File: config.mk
export PLATFORM = sky130hd
export DESIGN_NAME = bounded_lifo_stack_core
export DESIGN_NICKNAME = d
export VERILOG_FILES = /design/src/bls_pkg.sv /design/src/bls_ctl.sv /design/src/bls_dp.sv /design/src/bounded_lifo_stack_core.sv
export SDC_FILE = /design/constraint.sdc
export NUM_CORES = 1
export LEC_CHECK = 0
export ABC_AREA = 0
export ABC_CLOCK_PERIOD_IN_PS = 5000
export BUFFER_PORTS_ARGS = -buffer_cell sky130_fd_sc_hd__buf_2
export CORE_UTILIZATION = 60
export CTS_CLUSTER_DIAMETER = 100
export DETAILED_ROUTE_END_ITERATION = 12
export PLACE_DENSITY = 0.82
export SLEW_MARGIN = 20
export SYNTH_ARGS = -nofsm -noshare
export SYNTH_HDL_FRONTEND = slang
export SYNTH_HIERARCHICAL = 1
export SYNTH_SLANG_ARGS = --single-unit
File: constraint.sdc
create_clock -name clock -period 5 [get_ports clock]
set_input_delay 0 -clock clock [delete_from_list [all_inputs] [get_ports clock]]
set_output_delay 0 -clock clock [all_outputs]
set_load 0.01 [all_outputs]
File: src/bls_pkg.sv
// Shared types and codes for the bounded LIFO stack core.
// No dependencies; imported by the controller, datapath and top level.
package bls_pkg;

   localparam int WORD_W = 32;

   // request codes
   localparam logic [1:0] REQ_PUSH = 2'd0;
   localparam logic [1:0] REQ_POP  = 2'd1;
   localparam logic [1:0] REQ_DUMP = 2'd2;
   localparam logic [1:0] REQ_PEEK = 2'd3;

   // response status codes
   localparam logic [1:0] RSP_OK    = 2'd0;
   localparam logic [1:0] RSP_FULL  = 2'd1;
   localparam logic [1:0] RSP_EMPTY = 2'd2;

   typedef enum logic [0:0] {
      CTL_IDLE,
      CTL_DUMP
   } ctl_state_type;

   typedef enum logic [2:0] {
      DP_NONE,
      DP_PUSH,
      DP_REJECT_FULL,
      DP_REJECT_EMPTY,
      DP_POP,
      DP_PEEK,
      DP_DUMP_FIRST,
      DP_DUMP_NEXT
   } dp_op_type;

   typedef struct packed {
      dp_op_type op;
   } dp_cmd_type;

   typedef struct packed {
      logic full;      // stack holds DEPTH words
      logic empty;     // stack holds nothing
      logic fill_one;  // stack holds exactly one word
      logic ptr_one;   // dump has one word left to emit
   } dp_status_type;

endpackage

File: src/bls_ctl.sv
// Controller state machine for the bounded LIFO stack core.
// Depends on bls_pkg; drives the datapath through dp_cmd_type.
module bls_ctl (
   input  logic                   clock,
   input  logic                   reset,
   input  logic                   start,
   input  logic [1:0]             req_type,
   input  bls_pkg::dp_status_type dp_status,
   output bls_pkg::dp_cmd_type    dp_cmd,
   output logic                   busy
);
   import bls_pkg::*;

   ctl_state_type state_ff;
   ctl_state_type state_in;

   always_ff @(posedge clock) begin
      if (reset) begin
         state_ff <= CTL_IDLE;
      end else begin
         state_ff <= state_in;
      end
   end

   always_comb begin
      state_in  = state_ff;
      dp_cmd.op = DP_NONE;
      busy      = 1'b0;
      unique case (state_ff)
         CTL_IDLE: begin
            if (start) begin
               unique case (req_type)
                  REQ_PUSH: begin
                     dp_cmd.op = dp_status.full ? DP_REJECT_FULL : DP_PUSH;
                  end
                  REQ_POP: begin
                     dp_cmd.op = dp_status.empty ? DP_REJECT_EMPTY : DP_POP;
                  end
                  REQ_PEEK: begin
                     dp_cmd.op = dp_status.empty ? DP_REJECT_EMPTY : DP_PEEK;
                  end
                  REQ_DUMP: begin
                     if (dp_status.empty) begin
                        dp_cmd.op = DP_REJECT_EMPTY;
                     end else begin
                        dp_cmd.op = DP_DUMP_FIRST;
                        // stay in the dump loop only if more words remain
                        if (!dp_status.fill_one) begin
                           state_in = CTL_DUMP;
                        end
                     end
                  end
                  default: begin
                     dp_cmd.op = DP_NONE;
                  end
               endcase
            end
         end
         CTL_DUMP: begin
            busy      = 1'b1;
            dp_cmd.op = DP_DUMP_NEXT;
            if (dp_status.ptr_one) begin
               state_in = CTL_IDLE;
            end
         end
         default: begin
            state_in = CTL_IDLE;
         end
      endcase
   end

endmodule

File: src/bls_dp.sv
// Datapath for the bounded LIFO stack core: word store, fill count,
// dump pointer and response registers. Depends on bls_pkg.
module bls_dp #(
   parameter int DEPTH = 16
) (
   input  logic                          clock,
   input  logic                          reset,
   input  bls_pkg::dp_cmd_type           dp_cmd,
   input  logic signed [bls_pkg::WORD_W-1:0] push_value,
   output bls_pkg::dp_status_type        dp_status,
   output logic                          rsp_strobe,
   output logic [1:0]                    rsp_status,
   output logic signed [bls_pkg::WORD_W-1:0] rsp_data_word,
   output logic                          rsp_last
);
   import bls_pkg::*;

   localparam int CNT_W  = $clog2(DEPTH + 1);
   localparam int ADDR_W = $clog2(DEPTH);

   logic signed [WORD_W-1:0] mem [DEPTH];
   logic signed [WORD_W-1:0] data_ff;

   logic [CNT_W-1:0] fill_ff, fill_in;
   logic [CNT_W-1:0] ptr_ff, ptr_in;
   logic             strobe_ff, strobe_in;
   logic [1:0]       status_ff, status_in;
   logic             last_ff, last_in;

   logic              wr_en;
   logic              rd_en;
   logic [CNT_W-1:0]  fill_dec;
   logic [CNT_W-1:0]  ptr_dec;
   logic [ADDR_W-1:0] rd_addr;
   logic [ADDR_W-1:0] wr_addr;

   assign fill_dec = fill_ff - CNT_W'(1);
   assign ptr_dec  = ptr_ff - CNT_W'(1);
   assign wr_addr  = fill_ff[ADDR_W-1:0];

   assign dp_status.full     = (fill_ff == CNT_W'(DEPTH));
   assign dp_status.empty    = (fill_ff == '0);
   assign dp_status.fill_one = (fill_ff == CNT_W'(1));
   assign dp_status.ptr_one  = (ptr_ff == CNT_W'(1));

   always_comb begin
      wr_en     = 1'b0;
      rd_en     = 1'b0;
      rd_addr   = fill_dec[ADDR_W-1:0];
      fill_in   = fill_ff;
      ptr_in    = ptr_ff;
      strobe_in = 1'b0;
      status_in = RSP_OK;
      last_in   = 1'b1;
      unique case (dp_cmd.op)
         DP_NONE: begin
         end
         DP_PUSH: begin
            wr_en     = 1'b1;
            fill_in   = fill_ff + CNT_W'(1);
            strobe_in = 1'b1;
         end
         DP_REJECT_FULL: begin
            strobe_in = 1'b1;
            status_in = RSP_FULL;
         end
         DP_REJECT_EMPTY: begin
            strobe_in = 1'b1;
            status_in = RSP_EMPTY;
         end
         DP_POP: begin
            rd_en     = 1'b1;
            fill_in   = fill_dec;
            strobe_in = 1'b1;
         end
         DP_PEEK: begin
            rd_en     = 1'b1;
            strobe_in = 1'b1;
         end
         DP_DUMP_FIRST: begin
            rd_en     = 1'b1;
            ptr_in    = fill_dec;
            strobe_in = 1'b1;
            last_in   = dp_status.fill_one;
         end
         DP_DUMP_NEXT: begin
            rd_en     = 1'b1;
            rd_addr   = ptr_dec[ADDR_W-1:0];
            ptr_in    = ptr_dec;
            strobe_in = 1'b1;
            last_in   = dp_status.ptr_one;
         end
         default: begin
         end
      endcase
   end

   // word store with registered read; zero the read word when nothing is read
   always_ff @(posedge clock) begin
      if (wr_en) begin
         mem[wr_addr] <= push_value;
      end
      if (rd_en) begin
         data_ff <= mem[rd_addr];
      end else begin
         data_ff <= '0;
      end
   end

   always_ff @(posedge clock) begin
      if (reset) begin
         fill_ff   <= '0;
         ptr_ff    <= '0;
         strobe_ff <= 1'b0;
      end else begin
         fill_ff   <= fill_in;
         ptr_ff    <= ptr_in;
         strobe_ff <= strobe_in;
      end
   end

   always_ff @(posedge clock) begin
      status_ff <= status_in;
      last_ff   <= last_in;
   end

   assign rsp_strobe    = strobe_ff;
   assign rsp_status    = status_ff;
   assign rsp_data_word = data_ff;
   assign rsp_last      = last_ff;

endmodule

File: src/bounded_lifo_stack_core.sv
// Top level of the bounded LIFO stack core: controller plus datapath.
// Depends on bls_pkg, bls_ctl and bls_dp.
//
//   channel   ports                                        transfer when
//   request   start, busy, req_type, req_push_value        start && !busy
//   response  rsp_strobe, rsp_status, rsp_data_word,       rsp_strobe
//             rsp_last
//
// Push, pop, peek and any rejected request give one response in the cycle
// after the request; busy stays low, so a new request may follow every cycle.
// Dump on a stack of N words streams N responses, one per cycle, from the
// cycle after the request; busy stays high until the final response, set by
// the single read port of the word store.
// Reset empties the stack at once; stored words are not cleared.
// The receiver cannot stall: each response is shown for exactly one cycle.
module bounded_lifo_stack_core #(
   parameter int DEPTH = 16
) (
   input  logic                              clock,
   input  logic                              reset,
   input  logic                              start,
   output logic                              busy,
   input  logic [1:0]                        req_type,
   input  logic signed [bls_pkg::WORD_W-1:0] req_push_value,
   output logic                              rsp_strobe,
   output logic [1:0]                        rsp_status,
   output logic signed [bls_pkg::WORD_W-1:0] rsp_data_word,
   output logic                              rsp_last
);
   import bls_pkg::*;

   dp_cmd_type    dp_cmd;
   dp_status_type dp_status;

   bls_ctl u_ctl (
      .clock     (clock),
      .reset     (reset),
      .start     (start),
      .req_type  (req_type),
      .dp_status (dp_status),
      .dp_cmd    (dp_cmd),
      .busy      (busy)
   );

   bls_dp #(
      .DEPTH (DEPTH)
   ) u_dp (
      .clock         (clock),
      .reset         (reset),
      .dp_cmd        (dp_cmd),
      .push_value    (req_push_value),
      .dp_status     (dp_status),
      .rsp_strobe    (rsp_strobe),
      .rsp_status    (rsp_status),
      .rsp_data_word (rsp_data_word),
      .rsp_last      (rsp_last)
   );

   // every accepted request answers in the next cycle
   a_req_answered: assert property (@(posedge clock) disable iff (reset)
      start && !busy |=> rsp_strobe)
      else $error("accepted request gave no response");

   // a final response frees the request side
   a_last_frees: assert property (@(posedge clock) disable iff (reset)
      rsp_strobe && rsp_last |-> !busy)
      else $error("busy still high on final response");

   // only a running dump gives non-final responses
   a_dump_busy: assert property (@(posedge clock) disable iff (reset)
      rsp_strobe && !rsp_last |-> busy && rsp_status == RSP_OK)
      else $error("non-final response outside a dump");

   // rejected requests carry a zero word
   a_reject_zero: assert property (@(posedge clock) disable iff (reset)
      rsp_strobe && rsp_status != RSP_OK |-> rsp_data_word == '0)
      else $error("rejected request carries a data word");

endmodule

### After elaboration in Yosys (flattened, before gate mapping)

Memory sizes are Yosys's and may differ from the RTL's. A register that Yosys moved wholly into a read port is not among the register bits.
Index checks and enable logic that the tools add are counted.

* memories kept: 1
* input bits: 37
* register bits: 15
* word-level logic and storage cells: 55
* RAM bits: 512

Memory list
* u_dp.mem: depth 16, width 32, rd ports 1, clocked after memory_dff 1, write ports 1, RTL line bls_dp.sv:21 `logic signed [WORD_W-1:0] mem [DEPTH];`

* reduce and logical (&&, ||, !) cells: 7
* eq/ne operators: 13
* add/subtract/negate cells: 3
* mux-type cells: 24
* bitwise operators: 1

Operator list (count)
* $pmux W5 S2: 2
* $eq A3 B3 Y1 const B: 4
* $mux W3: 4
* $pmux W3 S4: 1
* $mux W1: 11
* $eq A5 B1 Y1 const B: 2
* $sub A5 B1 Y5 const B: 2
* $reduce_or A7 Y1: 1
* $eq A3 B2 Y1 const B: 2
* $pmux W3 S2: 1
* $add A5 B1 Y5 const B: 1
* $eq A5 B5 Y1 const B: 1
* $logic_not A5 Y1: 1
* $eq A2 B2 Y1 const B: 2
* $mux W4: 1
* $pmux W1 S2: 2
* $pmux W2 S2: 1
* $reduce_bool A2 Y1: 2
* $reduce_or A4 Y1: 1
* $eq A3 B1 Y1 const B: 1
* $eq A2 B1 Y1 const B: 1
* $logic_not A2 Y1: 1
* $mux W2: 1
* $logic_not A1 Y1: 1
* $not A1 Y1: 1

### Depth between registers and ports, before layout

* depth after elaboration: 9
* depth in mapped cells: 17
* gate-level depth less buffers: 13

### Hierarchy

The synthesis kept the hierarchy.

By module, submodules not included
* bls_dp: area an instance 21326.7 um^2, instances 1, cells an instance 1585
* bls_ctl: area an instance 120.1 um^2, instances 1, cells an instance 16

### Worst setup path before layout

Ideal clock, no wire load.

* path type: reg-to-reg
* start point: reg u_dp.fill_ff[0]
* end point: mem u_dp.mem[15][0], enable pin
* period minus slack after synthesis: 3923 ps
* cell stages (with the launch flop): 11
* path buffers: 1
* arrival: 3502 ps
* setup time: 421 ps
* path slack: 1077 ps
* path through: dfxtp_1 clkbuf_1 inv_1 ha_1 and3_1 or3_1 a31o_2 nor2_1 and2_1 nand2_1 nor2_1

RTL lines
* start, declared: RTL line bls_dp.sv:24 `logic [CNT_W-1:0] fill_ff, fill_in;`
* start signal, assigned: RTL line bls_dp.sv:116 `fill_ff <= fill_in;`
* end, declared: RTL line bls_dp.sv:21

==> run summary <==
Critical Path End Type -> flop
Synth area leader -> edfxtp_1
Worst Skew -> 0.01312 ns
Count of final setup violators -> 0
Worst Tran Pin Value -> 0.9696 ns
Die Height -> 191.1 um
Setup bufs post-CTS -> 0
Die width -> 191.1 um
DRC -> 0
Mux cell area share after synthesis -> 0.01493
Most common flop cell mapped by yosys -> edfxtp_1
YS warnings -> 6
TritonRoute pass-1 iters -> 5
P&R area growth vs syn -> 14.74%
Kind of critical path -> flop to flop
Gpl congestion -> 0.8357
CP Launch Type -> flop
RSZ-0062 raised after global routing -> false
H-tree depth -> 2
Hold Path Depth -> 4
Initial antenna violation count -> 3
Final Hold Viols -> 0
Synth Area in Compound Gates -> 0.03430
Final setup margin -> 0.6877 ns
Full die area -> 36500 um2
PD cells -> 545.1 nW/um2
Slew Viols, Final -> 0
Worst min path class -> primary input to flop
IO Pins -> 74
Synth Area in Simple Gates -> 0.1606
Post_cts resized -> 0
CTS tree -> done
Worst reg-to-reg path cell count -> 13
Mapped Nets -> 1645
Sw frac -> 0.3369
Area share of the largest cell type after synthesis -> 0.7169
Maximum vdd ir drop -> 0.0005580 V
# rows -> 68
Max Fclk -> 0.2319 GHz
Status -> complete, no violations
Nets -> 1749
Top-count cell post-synth -> edfxtp_1
Total congestion overflow -> 0
Post-DP HPWL -> 26880 um
Asr flop ratio synth -> 0
Leak pwr -> 8.470 nW
Synth top area cells -> edfxtp_1 72%, nand2_1 8.7%, dfxtp_1 4.4%, nand3_1 3.8%, nand4_1 1.9%
Synth top cells by count -> 512 x edfxtp_1, 497 x nand2_1, 163 x nand3_1
CP required -> 5.51 ns
Clk_lat worst skew -> 0.58 ns
Adder-Cell Fraction of Synth Area -> 0.004084
DRT iter0 DRCs -> 1750
Tcrit/Tclk final -> 0.8625
First-pass GRT wire length -> 77870 um
Final ANT Viol Nets -> 0
Sequential fraction of the synthesis area -> 0.7607
Core box area -> 34880 um2
Max FO, Critical Path -> 25
Setup TNS -> 0 ns
Largest net degree at the start of global routing -> 120
Reg power frac -> 0.415
Post-DR vias/cell -> 6.297
Post-synth EDFFs -> 512
Synth Register Bits -> 559
Wire per inst -> 23.38 um
Mapped Area -> 21450 um2
Synth Area in XOR/XNOR -> 0.002859
Drt total wl -> 51540 um
Cells after synthesis -> 1601
Cell variety after synth -> 51
Gr usage total -> 0.2861
Largest family of logic cells by synthesized area -> simple AND/OR/NAND/NOR gates
Max capacitance violation total -> 0
Clock transition at path regs -> 0.06 ns
# port buffers -> 73
Dpl ws -> 0.8668 ns
Tmin final -> 4.312 ns
CTS root buffer -> clkbuf_16
P_sw -> 4.519 mW
Starting Density -> 0.6148
Relative slew slack -> 0.3536
Mean post-synth cell area -> 13.40 um2
Clk sink count -> 559
Via count -> 13880
Layout cell share with drive strength beyond 1 -> 0.1271
Vias in the first global route -> 13630
Clock network fraction of total power -> 0.298
Worst EP arrival -> 4.82 ns
Int Power -> 8.894 mW
TritonCTS buffer count -> 51
CTS max path bufs -> 3
Combinational power share -> 0.287
[routing by layer]
layer  vias to the layer above  global-route usage  share of wire
met4                         2              0.1056          0.029
met2                       850              0.4668           0.49
met3                       145             0.04718           0.10
met5                         -                   0        0.00025
li1                       6060                   -              -
met1                      6821              0.3908           0.38
[through the flow]
| step | hold slack (ns) | total power, mW | instances | util | instance area, um2 |
|---|---|---|---|---|---|
| final | 0.2019 | 13.41 | 2204 | 0.7055 | 24610 |
| after global routing | 0.2198 | 13.89 | 2203 | 0.7054 | 24610 |
| after CTS | 0.1711 | 13.38 | 2202 | 0.7053 | 24600 |
| after detailed placement | 0.3428 | 9.367 | 2072 | 0.6452 | 22510 |
| after global placement | 0.3361 | 9.261 | 2072 | 0.6452 | 22510 |
| after floorplan | 0.07214 | 8.028 | 1601 | - | 21450 |
[flip-flops by register name, indices dropped and copies added, names as in the netlist]
register and cells:
u_dp/rsp_last 1, u_dp/fill_ff 5, u_ctl/state_ff 1, u_dp/mem 512
u_dp/rsp_status 2, u_dp/ptr_ff 5, u_dp/rsp_data_word 32, u_dp/rsp_strobe 1
[critical path: stages, from the launching register on]
cell	delay [ns]
dfxtp_1	0.59
inv_1	0.19
ha_1	0.27
and3_1	0.18
nand2b_1	0.07
a21o_1	0.11
a31o_1	0.68
nand3_2	0.36
nor3_1	0.64
o21ai_4	0.28
buf_4	0.39
a31oi_1	0.21
nand4_1	0.18
nand2_1	0.11
[cells in the final DEF, fill, tap and decap left out, types with 5 or more instances in the layout]
cell           synthesis  routed
a21oi_1                7       7
a31oi_1               33      33
a32oi_1               32      32
buf_12                 0      10
buf_2                 68      73
buf_4                  1      29
bufinv_16              0       7
clkbuf_1              24       5
clkbuf_16              0      52
clkbuf_8               0       5
clkinv_1               0       9
clkinv_2               0      10
dfxtp_1               47      47
dlygate4sd3_1          0      35
edfxtp_1             512     512
ha_1                   7       7
inv_1                  5       5
mux2i_1               32      32
nand2_1              497     497
nand3_1              163     163
nand4_1               66      66
nor2_1                41      25
nor2_4                 0      16
o21ai_0                6       6
xnor2_1                7       7
[kinds of logic after synthesis]
group | after synthesis
AND/OR/NAND/NOR | 795
flip-flops | 559
buffers and inverters | 101
AO/OA/AOI/OAI | 100
multiplexers | 32
XOR/XNOR | 7
adder cells (fa/ha/maj) | 7
[final timing paths]
check | startpoint | to | slack, ns
setup / recovery | u_dp/fill_ff[0]$_SDFFE_PP0P_ | u_dp/rsp_data_word[14]$_SDFF_PN0_ | 0.69
hold / removal | req_type[1] | u_dp/ptr_ff[4]$_SDFFE_PP0P_ | 0.20
setup reg to reg | u_dp/fill_ff[0]$_SDFFE_PP0P_ | u_dp/rsp_data_word[14]$_SDFF_PN0_ | 0.69
hold reg to reg | u_dp/ptr_ff[4]$_SDFFE_PP0P_ | u_dp/ptr_ff[4]$_SDFFE_PP0P_ | 0.53
[power groups by stage]
stage	Sequential (mW)	Combinational (mW)	Clock (mW)
floorplan	5.65	2.38	0
global placement	5.65	3.61	0
detailed placement	5.66	3.71	0
CTS	5.57	3.79	4.02
global route	5.59	4.09	4.21
finish	5.57	3.85	4.00
[final cells by class]
class                           count  area [um2]
Clock buffer                       62        1389
Inverter                            5       18.77
Sequential cell                   559       16320
Tap cell                          455       569.3
Timing Repair Buffer              147        1134
Clock inverter                     33       359.1
Fill cell                        2182       10270
Antenna cell                        2       5.005
Multi-Input combinational cell    941        4818
[repair_timing]
action | 4_1_cts | 5_1_grt
hold buffers | 35 | 0
hold endpoints to repair | 524 | 0
endpoints found under the setup margin | 0 | 0
Note: power is estimated with default switching activity, not from simulation.
